$ cat config.mk
export PLATFORM = sky130hd
export DESIGN_NAME = ttp_eval
export DESIGN_NICKNAME = d
export VERILOG_FILES = /design/src/design/ttp_pkg.sv /design/src/design/ttp_eval.sv
export SDC_FILE = /design/constraint.sdc
export NUM_CORES = 1
export LEC_CHECK = 0
export BUFFER_PORTS_ARGS = -buffer_cell sky130_fd_sc_hd__buf_2
export CAP_MARGIN = 20
export CORE_AREA = 2 2 174 176
export DETAILED_ROUTE_END_ITERATION = 8
export DIE_AREA = 0 0 176 178
export GPL_ROUTABILITY_DRIVEN = 0
export GPL_TIMING_DRIVEN = 0
export SLEW_MARGIN = 5
export SYNTH_ARGS = -nofsm -noshare
export SYNTH_HDL_FRONTEND = slang
export SYNTH_SLANG_ARGS = --single-unit
$ cat constraint.sdc
create_clock -name vclk -period 8.4
set_clock_uncertainty 0.1 [all_clocks]
set_input_delay 1.68 -clock vclk [all_inputs]
set_output_delay 1.68 -clock vclk [all_outputs]
set_load 0.01 [all_outputs]
$ cat src/design/ttp_pkg.sv
// shared types, codes and constants of the transposition table
package ttp_pkg;

   localparam int unsigned ENTRIES_DEF = 4096;

   typedef enum logic [1:0] {
      CMD_PROBE = 2'd0,
      CMD_PUT   = 2'd1,
      CMD_CLEAR = 2'd2
   } cmd_type;

   typedef enum logic [1:0] {
      KIND_EXACT = 2'd0,
      KIND_ALPHA = 2'd1,
      KIND_BETA  = 2'd2
   } kind_type;

   typedef enum logic [2:0] {
      ST_NOMATCH = 3'd0,
      ST_USABLE  = 3'd1,
      ST_WRITTEN = 3'd2,
      ST_SKIPPED = 3'd3,
      ST_CLEARED = 3'd4
   } status_type;

   typedef enum logic [1:0] {
      FSM_SWEEP,
      FSM_IDLE,
      FSM_LOOKUP,
      FSM_CLR_RSP
   } fsm_type;

   typedef struct packed {
      logic [1:0]         cmd;
      logic [63:0]        key;
      logic [7:0]         depth;
      logic signed [15:0] alpha;
      logic signed [15:0] beta;
      logic signed [15:0] score;
      logic [31:0]        best_move_in;
      logic [1:0]         bound_kind;
      logic               principal;
   } req_type;

   typedef struct packed {
      logic               principal;
      logic [7:0]         age;
      logic [1:0]         kind;
      logic [7:0]         depth;
      logic [31:0]        move;
      logic signed [15:0] score;
      logic [63:0]        key;
   } entry_type;

   typedef struct packed {
      logic               take;
      status_type         status;
      logic signed [15:0] score;
   } eval_type;

endpackage

$ cat src/design/ttp_eval.sv
// probe answer and replacement decision on one slot read
module ttp_eval (
   input  ttp_pkg::req_type   req,
   input  ttp_pkg::entry_type slot,
   input  logic [7:0]         search_age,
   output ttp_pkg::eval_type  res,
   output ttp_pkg::entry_type new_entry
);

   logic key_eq;
   logic deep_enough;
   logic replace;

   assign key_eq      = slot.key == req.key;
   assign deep_enough = slot.depth >= req.depth;
   assign replace     = (slot.key == 64'd0) || (slot.age != search_age) || req.principal
                        || (!slot.principal && (req.depth >= slot.depth))
                        || (key_eq && (req.depth >= slot.depth));

   always_comb begin
      res = '{take: 1'b0, status: ttp_pkg::ST_NOMATCH, score: 16'sd0};
      unique case (req.cmd)
         ttp_pkg::CMD_PROBE: begin
            if (key_eq && deep_enough) begin
               priority if (slot.kind == ttp_pkg::KIND_EXACT) begin
                  res.status = ttp_pkg::ST_USABLE;
                  res.score  = slot.score;
               end else if (slot.kind == ttp_pkg::KIND_ALPHA && slot.score <= req.alpha) begin
                  res.status = ttp_pkg::ST_USABLE;
                  res.score  = req.alpha;
               end else if (slot.kind == ttp_pkg::KIND_BETA && slot.score >= req.beta) begin
                  res.status = ttp_pkg::ST_USABLE;
                  res.score  = req.beta;
               end else begin
                  res.status = ttp_pkg::ST_NOMATCH;
               end
            end
         end
         ttp_pkg::CMD_PUT: begin
            res.take   = replace;
            res.status = replace ? ttp_pkg::ST_WRITTEN : ttp_pkg::ST_SKIPPED;
         end
         default: begin
            res.status = ttp_pkg::ST_NOMATCH;
         end
      endcase
   end

   always_comb begin
      new_entry.principal = req.principal;
      new_entry.age       = search_age;
      new_entry.kind      = req.bound_kind;
      new_entry.depth     = req.depth;
      new_entry.move      = req.best_move_in;
      new_entry.score     = req.score;
      new_entry.key       = req.key;
   end

endmodule

== Yosys cells after proc, flatten, opt, wreduce, memory -nomap -nowiden ==
Cells that the tools add are included.
Storage, ports and cells
  input port bits: 296
  output and inout bits: 151
  word-level logic and storage cells: 31
  register bits after elaboration: 0
Operators by class
  reduce and logical (&&, ||, !) cells: 13
  equality and inequality tests: 5
  $lt $le $gt $ge: 4
  multiplexer cells: 9
Operators with widths (count)
  $eq A64 B64 Y1: 1
  $logic_not A64 Y1: 1
  $mux W19: 3
  $mux W16: 2
  $ge A16 B16 Y1: 1
  $ge A8 B8 Y1: 2
  $le A16 B16 Y1: 1
  $ne A8 B8 Y1: 1
  $pmux W3 S2: 1
  $logic_and A1 B1 Y1: 5
  $eq A2 B1 Y1 const B: 2
  $logic_not A2 Y1: 2
  $logic_or A1 B1 Y1: 4
  $mux W1: 3
  $eq A2 B2 Y1 const B: 1
  $logic_not A1 Y1: 1

== Logic depth before layout (Yosys ltp) ==
Gate-level depths: netlist of run 1.
  depth in word-level cells: 7
  depth in mapped cells: 11
  depth with buffers taken out: 9

== Least setup slack after synthesis of run 1 ==
OpenSTA, ideal clock, no wires.
  kind: in2out
  from: in req[82] (netlist bit)
  to: out res[14] (netlist bit)
  path buffers: 0
  setup slack: 2990 ps
  data required time: 6620 ps
  stages on the path: 8
  arrival: 3630 ps
  path through: inv_1 ha_1 nand4_2 a2111o_1 and3b_4 nor3_4 a221oi_1 nor4_1
RTL lines
  from (decl): line ttp_eval.sv:3  | input ttp_pkg::req_type req,
  to (decl): line ttp_eval.sv:6  | output ttp_pkg::eval_type res,

==> results of run 1 <==
per-layer routing:
layer | wire (µm) | vias to the layer above | track usage (%)
met2 | 9660 | 253 | 21.0
met4 | 371 | 0 | 1.79
li1 | - | 2234 | -
met1 | 6980 | 2035 | 12.6
met3 | 1190 | 14 | 0.575
met5 | 0 | - | 0
worst max-delay path by stage:
stage               startpoint  endpoint  cells past startpoint
finish                req[103]   res[14]                     10
CTS                   req[103]   res[14]                     10
global route          req[103]   res[14]                     10
floorplan              req[82]   res[14]                      8
detailed placement    req[103]   res[14]                     10
global placement      req[103]   res[14]                     10
area by class of cell:
type,instances,area [µm²],share of cell area (%)
Timing Repair Buffer,364,1820,31.2
Buffer,142,1070,18.3
Inverter,42,158,2.70
Multi-Input combinational cell,278,2290,39.3
Antenna cell,2,5.00,0.0858
Tap cell,390,488,8.37
power breakdown:
part	switching, mW	internal, mW
clock network	0	0.0000000322
registers	0	0
logic	0.145	0.154
total	0.145	0.154
metrics by stage:
| stage | utilization (%) | power, mW | setup slack [ps] |
|---|---|---|---|
| after floorplan | - | 0.164 | 2990 |
| after global placement | 19.8 | 0.299 | 2340 |
| after detailed placement | 19.8 | 0.302 | 2300 |
| after CTS | 19.8 | 0.303 | 2290 |
| after global routing | 19.8 | 0.327 | 2280 |
| final | 19.8 | 0.300 | 2450 |
kinds of logic (layout without fill, tap and decap cells):
| logic type | after synthesis | after routing |
|---|---|---|
| buffers and inverters | 184 | 548 |
| AND/OR/NAND/NOR | 113 | 113 |
| XOR/XNOR | 72 | 72 |
| AO/OA/AOI/OAI | 52 | 52 |
| adder cells (fa/ha/maj) | 40 | 40 |
| other | 1 | 3 |
cell usage in the layout (no fill, tap or decap), types with 2 or more instances in the layout:
| cell type | netlist | layout |
|---|---|---|
| nor2b_1 | 5 | 5 |
| buf_4 | 133 | 133 |
| buf_6 | 2 | 2 |
| a221oi_1 | 7 | 7 |
| o211ai_1 | 2 | 2 |
| clkbuf_1 | 2 | 2 |
| a21oi_1 | 14 | 14 |
| inv_1 | 42 | 42 |
| nand3_1 | 2 | 2 |
| nand2b_1 | 2 | 2 |
| xnor2_1 | 67 | 67 |
| o31ai_1 | 2 | 2 |
| o41ai_1 | 2 | 2 |
| buf_2 | 3 | 367 |
| xor2_1 | 5 | 5 |
| nor4_2 | 10 | 10 |
| nand4_1 | 28 | 28 |
| nor3_1 | 3 | 3 |
| nor2_1 | 21 | 21 |
| ha_1 | 40 | 40 |
| a21o_1 | 2 | 2 |
| nor4_1 | 29 | 29 |
| diode_2 | 0 | 2 |
| nand2_1 | 6 | 6 |
| o21ai_0 | 7 | 7 |
| a221oi_2 | 10 | 10 |
==> flow_summary.yaml, run 1 <==
logic_synthesis:
  ys_top_cells_by_count: "buf_4, xnor2_1, inv_1"
  synthDominantCellAreaShare_pct: 28.4
  netlist-cell-type-count: 41
  synth.most_common_cell: "buf_4"
  syn-num-nets: 798
  mappedNetlistArea_um2: 3520
  synth_seq_area_share_pct: 0
  syn_inst: 462
  yosys.area_share.simple_pct: 20.5
  synth_top_family_by_area: "buffers and inverters"
  synth.area.mux_share_pct: 0
  ys.warnings.count: 0
  synth_largest_area_cell: "buf_4"
  ys_top_cells_by_area: "buf_4, xnor2_1, ha_1"
  synth_compound_area_share_pct: 12.4
  synth_xor_area_share_pct: 17.9
  syn_avg_cell_area_um2: 7.61
  synth_fa_ha_area_share_pct: 14.2
drt:
  wirelength_um: 18200
  vias_per_cell: 3.72
  firstDrtPassIters: 4
  vias: 4536
  wire_per_inst_um: 14.9
  first_iter_violations: 166
  ant_nets: 0
  drc: 0
critical_path:
  crit_top_cell: "buf_2"
  start_kind: "input pin"
  cp_top_family: "simple AND/OR/NAND/NOR gates"
  critPathMaxFanout: 10
  crit_required_ps: 6620
  cp_cell_sequence: "buf_2 -> xnor2_1 -> nand4_1 -> nor4_1 -> nand4_1 -> or3_1 -> buf_2 -> buf_6 -> nor4_1 -> buf_2"
  cp-end-kind: "output pin"
  critPathArrivalTime_ps: 4170
  cp_num_buf_inv: 4
  cp_slowest_cell: "or3_1"
  worstSetupPathType: "in2out"
  cp_slowest_stage_delay_ps: 380
timing:
  rsz0062_at_grt: "false"
  fmax_mhz: 168
  maxSlewHeadroom_pct: 33.1
  slew_viol_final: 0
  finalHoldViolCount: 0
  tightest_slew_ps: 994
  setup_viol: 0
  timing.final.crit_share_pct: 70.9
  tns_ps: 0
  hold_slack_ps: 3440
  fin_crit_ps: 5950
finish:
  nClkBuffers: 0
  postLayoutCellArea_um2: 5830
  seq_cells: 0
  final_cells: 1218
  area_delta_synth_final_pct: 65.8
  seq_area_um2: 0
  drive_above_1_share_pct: 64.0
  nets: 1164
  fillers: 3300
pwr:
  cellPowerDensity_nw_per_um2: 51.4
  leakage_nw: 3.08
  ir_drop_v: 0.0000241
floorplan:
  ioPinCount: 447
  die_area_um2: 31300
  die_height_um: 178
  rows: 63
  initial_core_util_pct: 12.0
  die_width_um: 176
  core_area_um2: 29400
worst_hold_path:
  worstHoldStart: "req[13]"
  hold-path-cell-count: 2
  whs_endpoint: "new_entry[90]"
  hold_path.class: "in2out"
global_routing:
  grt_pass1_vias: 4253
  grt_usage_pct: 10.6
  grt_pass1_wl_um: 25200
  grt_max_degree: 11
  gr-total-overflow: 0
  grt_antenna_before_repair: 2
place:
  numPortBuffers: 364
  postPlaceCellArea_um2: 5830
  dpl.cell_count: 1216
  dp_hpwl_um: 17300
clock_tree:
  post_cts.repair.setup_buffers: 0
  cts_hold_buf: 0
  post_cts_resized: 0
run:
  drv_cap: 0
status:
  status: "finished clean"
Power figures use the tool's default switching activity.
==> run 2, diff against run 1 <==
CORE_AREA = 2 2 172 174   (was 2 2 174 176)
DIE_AREA = 0 0 174 176   (was 0 0 176 178)
clock period = 6.19 ns   (was 8.4 ns; I/O delays follow)
==> flow_summary.yaml, run 2 (same netlist as run 1, synthesis figures left out) <==
pwr:
  leakage_nw: 3.08
  power_frac_seq_pct: 0
  p_int_uw: 209
  power_frac_comb_pct: 100.0
  p_total_uw: 412
  switching_power_uw: 203
  clock_power_share_pct: 0
  ir_drop_v: 0.0000379
  switching_share_pct: 49.2
  cellPowerDensity_nw_per_um2: 70.7
worst_hold_path:
  hold-path-cell-count: 2
  hold_path.class: "in2out"
  whs_endpoint: "new_entry[98]"
  worstHoldStart: "req[21]"
drt:
  wire_per_inst_um: 15.5
  wirelength_um: 18800
  firstDrtPassIters: 4
  vias: 4528
  drc: 0
  vias_per_cell: 3.73
  ant_nets: 0
  first_iter_violations: 138
critical_path:
  critPathArrivalTime_ps: 3750
  critPathMaxFanout: 10
  crit_top_cell: "buf_2"
  worstSetupPathType: "in2out"
  cp_slowest_cell: "a221oi_1"
  cp_num_buf_inv: 4
  cp_slowest_stage_delay_ps: 410
  cp_cell_sequence: "buf_2 -> inv_1 -> ha_1 -> a21oi_1 -> o21ai_0 -> a221oi_1 -> a31oi_1 -> nor3_4 -> buf_8 -> a221oi_2 -> nor4_2 -> buf_2"
  crit_required_ps: 4850
  cp_top_family: "compound AO/OA/AOI/OAI gates"
  cp-end-kind: "output pin"
  start_kind: "input pin"
floorplan:
  core_area_um2: 28500
  die_height_um: 176
  rows: 62
  die_area_um2: 30600
  die_width_um: 174
  initial_core_util_pct: 12.3
  ioPinCount: 447
timing:
  rsz0062_at_grt: "false"
  timing.final.crit_share_pct: 82.3
  finalHoldViolCount: 0
  fin_crit_ps: 5090
  fmax_mhz: 196
  slew_viol_final: 0
  maxSlewHeadroom_pct: 47.6
  tightest_slew_ps: 778
  setup_viol: 0
  worst_slack_ps: 1100
  tns_ps: 0
finish:
  nets: 1164
  seq_cells: 0
  drive_above_1_share_pct: 64.0
  final_cell_mix: "buf_2, buf_4, xnor2_1"
  final_common_cell: "buf_2"
  area_delta_synth_final_pct: 65.7
  nClkBuffers: 0
  seq_area_um2: 0
  final_cells: 1213
  postLayoutCellArea_um2: 5830
place:
  postPlaceCellArea_um2: 5820
  dpl.cell_count: 1210
  numPortBuffers: 364
  dp_slack_ps: 1040
  dp_hpwl_um: 17800
global_routing:
  grt_max_degree: 11
  gr-total-overflow: 0
  grt_usage_pct: 11.3
  grt_pass1_vias: 4440
  grt_antenna_before_repair: 2
  grt_pass1_wl_um: 26600
status:
  status: "finished clean"
clock_tree:
  cts_hold_buf: 0
  post_cts_resized: 0
  post_cts.repair.setup_buffers: 0
run:
  drv_cap: 0
-- run 2: cell count changes in the layout (fill, tap and decap cells not counted), sizes merged --
cell,previous run,this run
diode,2,3
-- run 2: power by group through the flow --
| stage | registers [mW] | clock network [mW] | logic [mW] |
|---|---|---|---|
| 2_1_floorplan | 0 | 0 | 0.223 |
| 3_3_place_gp | 0 | 0 | 0.412 |
| 3_5_place_dp | 0 | 0 | 0.416 |
| 4_1_cts | 0 | 0 | 0.418 |
| 5_1_grt | 0 | 0.0000000432 | 0.450 |
| 6_report | 0 | 0.0000000649 | 0.412 |
-- run 2: how the worst max path moves through the flow --
| stage | start | end | slack (ps) | cells past startpoint |
|---|---|---|---|---|
| 6_report | req[78] | res[13] | 1100 | 12 |
| 5_1_grt | req[78] | res[14] | 890 | 11 |
| 4_1_cts | req[78] | res[13] | 1030 | 12 |
| 3_5_place_dp | req[78] | res[13] | 1040 | 12 |
| 3_3_place_gp | req[82] | res[13] | 1070 | 11 |
| 2_1_floorplan | req[82] | res[14] | 1660 | 8 |
-- run 2: per-stage QoR --
| stage | hold WS [ps] | util (%) |
|---|---|---|
| 4_1_cts | 2560 | 20.4 |
| 2_1_floorplan | 2430 | - |
| 6_report | 2560 | 20.4 |
| 3_5_place_dp | 2560 | 20.4 |
| 5_1_grt | 2560 | 20.4 |
| 3_3_place_gp | 2560 | 20.4 |
-- run 2: layer usage --
metal  share of wire, %  track usage [%]  up-vias  wire [µm]
met4                1.9             1.96        0        350
met2                 53             22.0      265       9980
li1                   -                -     2229          -
met1                 39             13.6     2022       7270
met5                  0                0        -          0
met3                6.6            0.904       12       1240
-- run 2: layout make-up --
| type | instances | area, µm² |
|---|---|---|
| repair buffers | 364 | 1820 |
| fillers | 3291 | 22700 |
| plain buffers | 142 | 1070 |
| well taps | 384 | 480 |
| inverters | 42 | 158 |
| diodes | 3 | 7.51 |
| multi-input cells | 278 | 2290 |
